`src/design/ekv_pkg.sv`:
```
// ----------------------------------------------------------------------------
// ekv_pkg: shared codes and types of the expiring key/value table
// Command and status codes, and the command and status groups that pass
// between the controller and the datapath.
// ----------------------------------------------------------------------------
package ekv_pkg;

  localparam logic [1:0] CMD_SET  = 2'd0;
  localparam logic [1:0] CMD_GET  = 2'd1;
  localparam logic [1:0] CMD_TICK = 2'd2;

  localparam logic [1:0] ST_OK        = 2'd0;
  localparam logic [1:0] ST_FULL      = 2'd1;
  localparam logic [1:0] ST_NOT_FOUND = 2'd2;
  localparam logic [1:0] ST_EXPIRED   = 2'd3;

  // controller -> datapath
  typedef struct packed {
    logic load;       // input beat taken: latch fields, rewind scan
    logic tick;       // advance seconds counter
    logic res_ok;     // result: ok, zero value
    logic res_full;   // result: table full
    logic set_probe;  // set scan: test slot, store if free
    logic get_issue;  // get scan: read entry at scan index
    logic get_check;  // get: judge best match, expire or return value
    logic out_load;   // move result into output register
  } ekv_ctl_t;

  // datapath -> controller
  typedef struct packed {
    logic full;       // entry count at capacity
    logic slot_free;  // slot at scan index is empty
    logic scan_last;  // scan index at last slot
    logic out_free;   // output register can take a result
  } ekv_stat_t;

endpackage

```
`src/design/ekv_ctrl.sv`:
```
// ----------------------------------------------------------------------------
// ekv_ctrl: command sequencer of the expiring key/value table
// Takes one input beat at a time and steps the datapath through the slot
// scan of a set or get, then hands the result to the output register.
// ----------------------------------------------------------------------------
module ekv_ctrl (
  input  logic             clk,
  input  logic             rst_n,
  input  logic             in_valid,
  input  logic [1:0]       in_cmd,
  output logic             in_ready,
  input  ekv_pkg::ekv_stat_t stat,
  output ekv_pkg::ekv_ctl_t  ctl
);

  typedef enum logic [5:0] {
    S_IDLE      = 6'b000001,
    S_SET_SCAN  = 6'b000010,
    S_GET_SCAN  = 6'b000100,
    S_GET_DRAIN = 6'b001000,
    S_GET_CHECK = 6'b010000,
    S_FINISH    = 6'b100000
  } state_t;

  state_t state_r, state_nxt;

  always_ff @(posedge clk) begin
    if (!rst_n) begin
      state_r <= S_IDLE;
    end else begin
      state_r <= state_nxt;
    end
  end

  always_comb begin
    state_nxt = state_r;
    ctl       = '0;
    in_ready  = 1'b0;
    unique case (state_r)
      S_IDLE: begin
        in_ready = 1'b1;
        if (in_valid) begin
          ctl.load = 1'b1;
          priority if (in_cmd == ekv_pkg::CMD_SET) begin
            if (stat.full) begin
              ctl.res_full = 1'b1;
              state_nxt    = S_FINISH;
            end else begin
              state_nxt = S_SET_SCAN;
            end
          end else if (in_cmd == ekv_pkg::CMD_GET) begin
            state_nxt = S_GET_SCAN;
          end else if (in_cmd == ekv_pkg::CMD_TICK) begin
            ctl.tick   = 1'b1;
            ctl.res_ok = 1'b1;
            state_nxt  = S_FINISH;
          end else begin
            ctl.res_ok = 1'b1;
            state_nxt  = S_FINISH;
          end
        end
      end
      S_SET_SCAN: begin
        // a free slot exists since the table is not full
        ctl.set_probe = 1'b1;
        if (stat.slot_free) begin
          ctl.res_ok = 1'b1;
          state_nxt  = S_FINISH;
        end
      end
      S_GET_SCAN: begin
        ctl.get_issue = 1'b1;
        if (stat.scan_last) begin
          state_nxt = S_GET_DRAIN;
        end
      end
      S_GET_DRAIN: begin
        // last read beat is compared this cycle
        state_nxt = S_GET_CHECK;
      end
      S_GET_CHECK: begin
        ctl.get_check = 1'b1;
        state_nxt     = S_FINISH;
      end
      S_FINISH: begin
        if (stat.out_free) begin
          ctl.out_load = 1'b1;
          state_nxt    = S_IDLE;
        end
      end
      default: begin
        state_nxt = S_IDLE;
      end
    endcase
  end

endmodule

```
`config.mk`:
```
export PLATFORM = sky130hd
export DESIGN_NAME = ekv_ctrl
export DESIGN_NICKNAME = d
export VERILOG_FILES = /design/src/design/ekv_pkg.sv /design/src/design/ekv_ctrl.sv
export SDC_FILE = /design/constraint.sdc
export NUM_CORES = 1
export LEC_CHECK = 0
export CAP_MARGIN = 5
export CORE_AREA = 2 2 39 41
export CTS_CLUSTER_DIAMETER = 200
export DETAILED_ROUTE_END_ITERATION = 6
export DIE_AREA = 0 0 41 43
export DONT_BUFFER_PORTS = 1
export PLACE_DENSITY = 0.53
export SLEW_MARGIN = 0
export SYNTH_ARGS = -nofsm -noshare
export SYNTH_HDL_FRONTEND = slang
export SYNTH_SLANG_ARGS = --single-unit
export TNS_END_PERCENT = 50
```
`constraint.sdc`:
```
create_clock -name clk -period 1.75 [get_ports clk]
set_clock_uncertainty 0.05 [all_clocks]
set_input_delay 0.175 -clock clk [delete_from_list [all_inputs] [get_ports clk]]
set_output_delay 0.175 -clock clk [all_outputs]
set_load 0.01 [all_outputs]
```
# --- Yosys cells after proc, flatten, opt, wreduce, memory -nomap -nowiden ---
# Cells that the tools add are included.
op_classes:
  eq_ne: 12
  muxes: 24
  reduce_logical: 2
ops:
  columns: ["operator", "n"]
  rows:
  - ["$mux W6", 7]
  - ["$pmux W6 S6", 1]
  - ["$mux W1", 11]
  - ["$ne A2 B2 Y1 const B", 4]
  - ["$eq A6 B1 Y1 const B", 1]
  - ["$eq A6 B2 Y1 const B", 1]
  - ["$eq A6 B3 Y1 const B", 1]
  - ["$eq A6 B4 Y1 const B", 1]
  - ["$eq A6 B5 Y1 const B", 1]
  - ["$eq A6 B6 Y1 const B", 1]
  - ["$mux W2", 3]
  - ["$mux W4", 1]
  - ["$reduce_and A4 Y1", 1]
  - ["$eq A2 B1 Y1 const B", 1]
  - ["$eq A2 B2 Y1 const B", 1]
  - ["$logic_not A2 Y1", 1]
  - ["$pmux W1 S2", 1]
totals:
  register_bits: 6
  out_inout_bits: 9
  word_cells: 39

# --- Depth between registers and ports, before layout ---
# Gate-level depths: netlist (run 1).
logic_depth:
  ltp_word: 6
  depth_mapped: 5
  depth_no_buf: 4

# --- Worst setup path after synthesis (run 1) ---
# OpenSTA, ideal clock, no wires.
synth_timing:
  kind: "reg-to-output"
  startpoint: "reg state_r[2]"
  endpoint: "out ctl[4] (netlist name)"
  arrival_ns: 1.730
  t_required_ns: 1.525
  slack_ns: -0.205
  path_stages_with_launch: 4
  path_buffers: 0
  cell_sequence: "dfxtp_1 > or4_4 > or3_4 > nor4b_1"
synth_lines:
  columns: ["item", "line_no", "source"]
  rows:
  - ["from (decl)", "ekv_ctrl.sv:25", "state_t state_r, state_nxt;"]
  - ["from (signal assigned)", "ekv_ctrl.sv:31", "state_r <= state_nxt;"]
  - ["to (decl)", "ekv_ctrl.sv:13", "output ekv_pkg::ekv_ctl_t ctl"]

==> impl_metrics.toml, run 1 <==
[run_status]
run_status = "complete, but fails checks"
failed_checks = "negative setup slack"

[sta]
maxClockFrequency_mhz = 491
finalSetupTns_ps = -1170
final_min_period_over_clock_period_pct = 116
grt_setup_unrepaired = "yes"
setup-violations-final = 8
drv_slew = 0
fin_ws_ps = -287
max_slew_margin_pct = 75.7
tightest_slew_ps = 361
final-hold-violation-count = 0
post-route-min-period_ps = 2040

[routing]
num_vias = 483
detail_route.drc_violations = 0
wirelength_met1_um = 540
dr_wl_cell_um = 15.2
number_of_vias_per_cell = 5.49
drtAntennaViolNets = 0
totalWireLength_um = 1340
detail_route.iter0.violations = 3
highest_signal_layer = "met4"
drt_pre_antenna_iters = 4
routed-wl-met2_um = 666
met3_length_um = 122

[global_routing]
antenna_found_initial = 0
globalRouteTotalUtil_pct = 17.0
grt_pass1_wl_um = 2010
grt_pass1_vias = 459
grt_max_degree = 9
globalRoute.totalOverflow = 0

[worst_setup_path]
cpMaxStageDelayCell = "sky130_fd_sc_hd__or4_4"
worst-endpoint-arrival_ps = 1810
cp_slowest_stage_delay_ps = 530
cp.required_ps = 1520
timing.critical_path.to_type = "output pin"
critical-path-top-delay-family = "simple AND/OR/NAND/NOR gates"
worst-path-buf-inv = 0
critical_path.max_fanout = 4
timing.critical_path.cells = "or4_4 > or3_4 > nor4b_4"
crit_path_start_kind = "register"
critPathKind = "reg -> out"

[clocking]
cts_tree = "built"
worst_setup_hold_path_clk_slew_ps = 50
maximum_count_of_clock_buffers_along_a_single_path = 2
cts_max_level = 1
clk-insertion-delay-late_ps = 250
cts_root_buf = "sky130_fd_sc_hd__clkbuf_4"
clock_sink_count = 6
cts_inserted_buffers = 3

[pwr]
power.total_uw = 496
leakage_nw = 0.280
ir_drop_v = 0.000419
cellPowerDensity_nw_per_um2 = 739

[cells_and_area]
layout-drive-gt1-share_pct = 45.8
finalNonFillerCells = 88
postLayoutCellArea_um2 = 672
max_flop_register = "state_r"
number_of_antenna_repair_diodes = 0
reg.largest.list = "state_r: 6 flops"
fillerInstances = 141
layout.nets = 83
layout_commonest_cell = "sky130_fd_sc_hd__buf_4"
final_cell_mix = "sky130_fd_sc_hd__buf_4, sky130_fd_sc_hd__nor2_1, sky130_fd_sc_hd__dfxtp_1"
layout-area-overhead-vs-synth_pct = 44.4
largest_register_ffs = 6

[floorplan]
placeableCoreArea_um2 = 1380
placementRows = 14
die_width_um = 41
die-height_um = 43
design.die.area_um2 = 1760
floorplan.initialDensity_pct = 33.6
top_level_i_o_count = 18

[placed_design]
post-dp-hpwl_um = 938
buffer_ports.inserted = 0
placed_cell_area_um2 = 552
place_inst = 81
globalplace.congestion = 0.718

[synth]
synthesis.area_um2 = 465
yosysSeqAreaShare_pct = 25.8
synth_nets = 65
syn_area_per_cell_um2 = 8.31
number_of_distinct_standard_cells_referenced_by_the_synthesized_netlist = 33
ys.warnings.count = 0
share_of_the_synthesized_area_in_the_top_cell_type_pct = 25.8
postSynthCellCount = 56
netlist.top_cell.by_area = "sky130_fd_sc_hd__dfxtp_1"
synth_seq_cells = 6
synth.area.top_cells = "sky130_fd_sc_hd__dfxtp_1, sky130_fd_sc_hd__nor2_1, sky130_fd_sc_hd__nor4b_1, sky130_fd_sc_hd__or2b_2, sky130_fd_sc_hd__inv_1"

[flow_run]
max_cap_viol_count = 0

[hold_path]
holdCritPathClass = "in -> reg"
[power by group]
part / internal [mW] / switching, mW / total [mW]
registers: 0.147 / 0.00433 / 0.152
logic: 0.113 / 0.102 / 0.215
clock network: 0.0777 / 0.0524 / 0.130
total: 0.338 / 0.159 / 0.496
[metrics by stage]
step                hold WS (ps)  utilization (%)  setup slack [ps]
global placement             229             39.9             -91.4
floorplan                    224                -             -90.4
detailed placement           230             39.9              -110
finish                      28.7             48.6              -287
global route                31.6             48.6              -324
CTS                         15.6             46.7              -277
[area by class of cell]
cell class	count	area (µm²)	area share, %
multi-input combinational	44	367	54.6
sequential	6	123	18.2
clock buffer	3	22.5	3.35
timing repair buffer	15	125	18.6
inverter	4	15.0	2.23
tap	16	20.0	2.98
[metal layers]
metal / GRT usage (%) / vias up
met4: 6.00 / 0
met1: 18.3 / 215
met3: 8.38 / 2
met5: 0 / -
met2: 27.2 / 19
li1: - / 247
[synth_stat cells, drive strengths merged]
cell type / n
and3: 1
o22ai: 1
or3: 3
nand3b: 2
nor4: 1
and3b: 1
o21ai: 2
a31oi: 1
and4b: 2
a21oi: 2
inv: 4
nor3b: 2
buf: 1
nor4b: 2
nor2: 6
xnor2: 1
and4: 1
a22o: 1
nand4b: 1
nand2: 3
xor2: 1
nor3: 1
dfxtp: 6
a221oi: 1
o211ai: 2
nand3: 1
or4: 2
a21o: 1
clkbuf: 1
or2b: 2
[final timing paths]
| path | startpoint | endpoint | slack (ps) | depth (start not counted) |
|---|---|---|---|---|
| setup / recovery | state_r[5] | ctl[4] | -290 | 3 |
| hold / removal | rst_n | state_r[3] | 30 | 2 |
| setup reg to reg | state_r[5] | state_r[1] | -130 | 4 |
| hold reg to reg | state_r[3] | state_r[4] | 600 | 2 |
[cells by family (layout without fill, tap and decap cells)]
| logic type | Yosys count | count (layout) | synth area share, % |
|---|---|---|---|
| flip-flops | 6 | 6 | 25.8 |
| buffers and inverters | 6 | 22 | 8.60 |
| AO/OA/AOI/OAI | 11 | 11 | 15.6 |
| XOR/XNOR | 2 | 2 | 3.76 |
| AND/OR/NAND/NOR | 31 | 31 | 46.2 |
[what timing repair did]
action | CTS | global route
hold buffers | 2 | 0
setup endpoints to repair | 8 | 11
gates resized for setup | 11 | 3
endpoints found under the hold margin | 2 | 0
pin swaps | 2 | 2
gates cloned | 0 | 0
buffers inserted | 1 | 1
Note: power is estimated with default switching activity, not from simulation.
==> inputs of run 2 (changes only) <==
==> constraint.sdc (replaced) <==
create_clock -name clk -period 1.75 [get_ports clk]
set_clock_uncertainty 0.05 [all_clocks]
set_input_delay 0.0875 -clock clk [delete_from_list [all_inputs] [get_ports clk]]
set_output_delay 0.0875 -clock clk [all_outputs]
set_load 0.01 [all_outputs]
==> impl_metrics.toml, run 2 (same netlist as run 1, synthesis figures left out) <==
[sta]
grt_setup_unrepaired = "yes"
drv_slew = 0
fin_ws_ps = -226
final_min_period_over_clock_period_pct = 113
max_slew_margin_pct = 77.1
finalSetupTns_ps = -1560
maxClockFrequency_mhz = 506
tightest_slew_ps = 341
setup-violations-final = 11
post-route-min-period_ps = 1980
final-hold-violation-count = 0

[worst_setup_path]
critPathKind = "reg -> reg"
crit_path_start_kind = "register"
timing.critical_path.to_type = "register"
critical-path-top-delay-family = "simple AND/OR/NAND/NOR gates"
cp.required_ps = 1880
worst-path-buf-inv = 0
timing.critical_path.cells = "or4_4 > or3_4 > or4_1 > a21oi_1"
worst-endpoint-arrival_ps = 2110
cpMaxStageDelayCell = "sky130_fd_sc_hd__or4_4"
critical_path.max_fanout = 3
cp_slowest_stage_delay_ps = 530

[routing]
dr_wl_cell_um = 13.0
number_of_vias_per_cell = 5.37
detail_route.iter0.violations = 6
totalWireLength_um = 1230
drtAntennaViolNets = 0
detail_route.drc_violations = 0
drt_pre_antenna_iters = 2
num_vias = 505

[clocking]
cts_max_level = 1
maximum_count_of_clock_buffers_along_a_single_path = 2
cts_inserted_buffers = 3
clk-insertion-delay-late_ps = 240
clock_sink_count = 6
worst_setup_hold_path_clk_slew_ps = 40
cts_root_buf = "sky130_fd_sc_hd__clkbuf_4"
cts_tree = "built"

[floorplan]
placementRows = 14
floorplan.initialDensity_pct = 33.6
die_width_um = 41
top_level_i_o_count = 18
design.die.area_um2 = 1760
die-height_um = 43
placeableCoreArea_um2 = 1380

[cells_and_area]
layout-drive-gt1-share_pct = 42.3
final_cell_mix = "sky130_fd_sc_hd__buf_4, sky130_fd_sc_hd__dfxtp_1, sky130_fd_sc_hd__dlygate4sd3_1"
layout_commonest_cell = "sky130_fd_sc_hd__buf_4"
reg.largest.list = "state_r: 6 flops"
layout.nets = 89
largest_register_ffs = 6
max_flop_register = "state_r"
layout-area-overhead-vs-synth_pct = 50.3
number_of_antenna_repair_diodes = 0
postLayoutCellArea_um2 = 699

[placed_design]
buffer_ports.inserted = 0
globalplace.congestion = 0.724
post-dp-hpwl_um = 922
placed_cell_area_um2 = 566

[global_routing]
grt_pass1_wl_um = 2100
grt_max_degree = 9
globalRouteTotalUtil_pct = 17.9
grt_pass1_vias = 545
antenna_found_initial = 0
globalRoute.totalOverflow = 0

[pwr]
p_seq_share_pct = 30.2
clockPowerShare_pct = 25.2
leakage_nw = 0.297
comb_power_share_pct = 44.6
ir_drop_v = 0.000374
power_switching_share_pct = 30.7
internal_power_uw = 347
p_sw_uw = 154
cellPowerDensity_nw_per_um2 = 715

[run_status]
run_status = "complete, but fails checks"
failed_checks = "negative setup slack"

[flow_run]
max_cap_viol_count = 0

[hold_path]
holdCritPathClass = "in -> reg"
==> run 2: cell types whose count changed in the layout (fill, tap and decap cells not counted), moves of 2 or more <==
cell	before	now
sky130_fd_sc_hd__dfxtp_1	4	6
sky130_fd_sc_hd__dfxtp_2	2	0
sky130_fd_sc_hd__dlygate4sd3_1	2	5
sky130_fd_sc_hd__buf_4	11	14
==> run 2: power by group through the flow <==
stage	clock network (mW)	logic [mW]	registers, mW
finish	0.126	0.223	0.151
global route	0.139	0.241	0.152
CTS	0.131	0.204	0.151
detailed placement	0	0.175	0.153
global placement	0	0.174	0.153
floorplan	0	0.110	0.156
==> run 2: cell type report <==
cell class | count | area [µm²]
multi-input combinational | 44 | 344
clock buffer | 3 | 22.5
fill | 145 | 684
sequential | 6 | 120
inverter | 4 | 15.0
timing repair buffer | 21 | 178
tap | 16 | 20.0
==> run 2: worst register-to-register path: cells and delay by family, from the launching register on <==
family          cells  cell delay (ps)
simple gates        3             1420
flops               1              300
compound gates      1              140
==> run 2: path summary, 6_finish.rpt <==
check	slack (ps)	depth (start not counted)	endpoint	from
min reg2reg	590	2	state_r[4]	state_r[3]
max reg2reg	-230	4	state_r[1]	state_r[2]
min	8	2	state_r[1]	stat[2]
max	-230	4	state_r[1]	state_r[2]
==> run 2: metrics by stage <==
stage | hold slack, ps | total power [mW] | util, % | setup slack (ps) | cells
3_5_place_dp | 148 | 0.328 | 40.9 | -108 | 84
5_1_grt | 10.7 | 0.532 | 50.5 | -282 | 94
4_1_cts | 6.96 | 0.486 | 48.7 | -247 | 93
3_3_place_gp | 164 | 0.326 | 40.9 | -68.8 | 84
6_report | 8.36 | 0.500 | 50.5 | -226 | 94
2_1_floorplan | 137 | 0.265 | - | -117 | 56
==> run 2: what timing repair did <==
item / CTS / global route
hold endpoints to repair: 6 / 0
hold buffers: 5 / 0
setup buffers: 1 / 1
gates resized for setup: 8 / 4
endpoints found under the setup margin: 7 / 10
pin swaps: 2 / 6
==> run 2: layer usage <==
layer  GRT usage [%]  up-vias  wire length [µm]
met1            19.4      225               528
met4            14.0        0                38
li1                -      256                 -
met2            28.4       19               593
met3            3.14        5                65
met5               0        -                 0
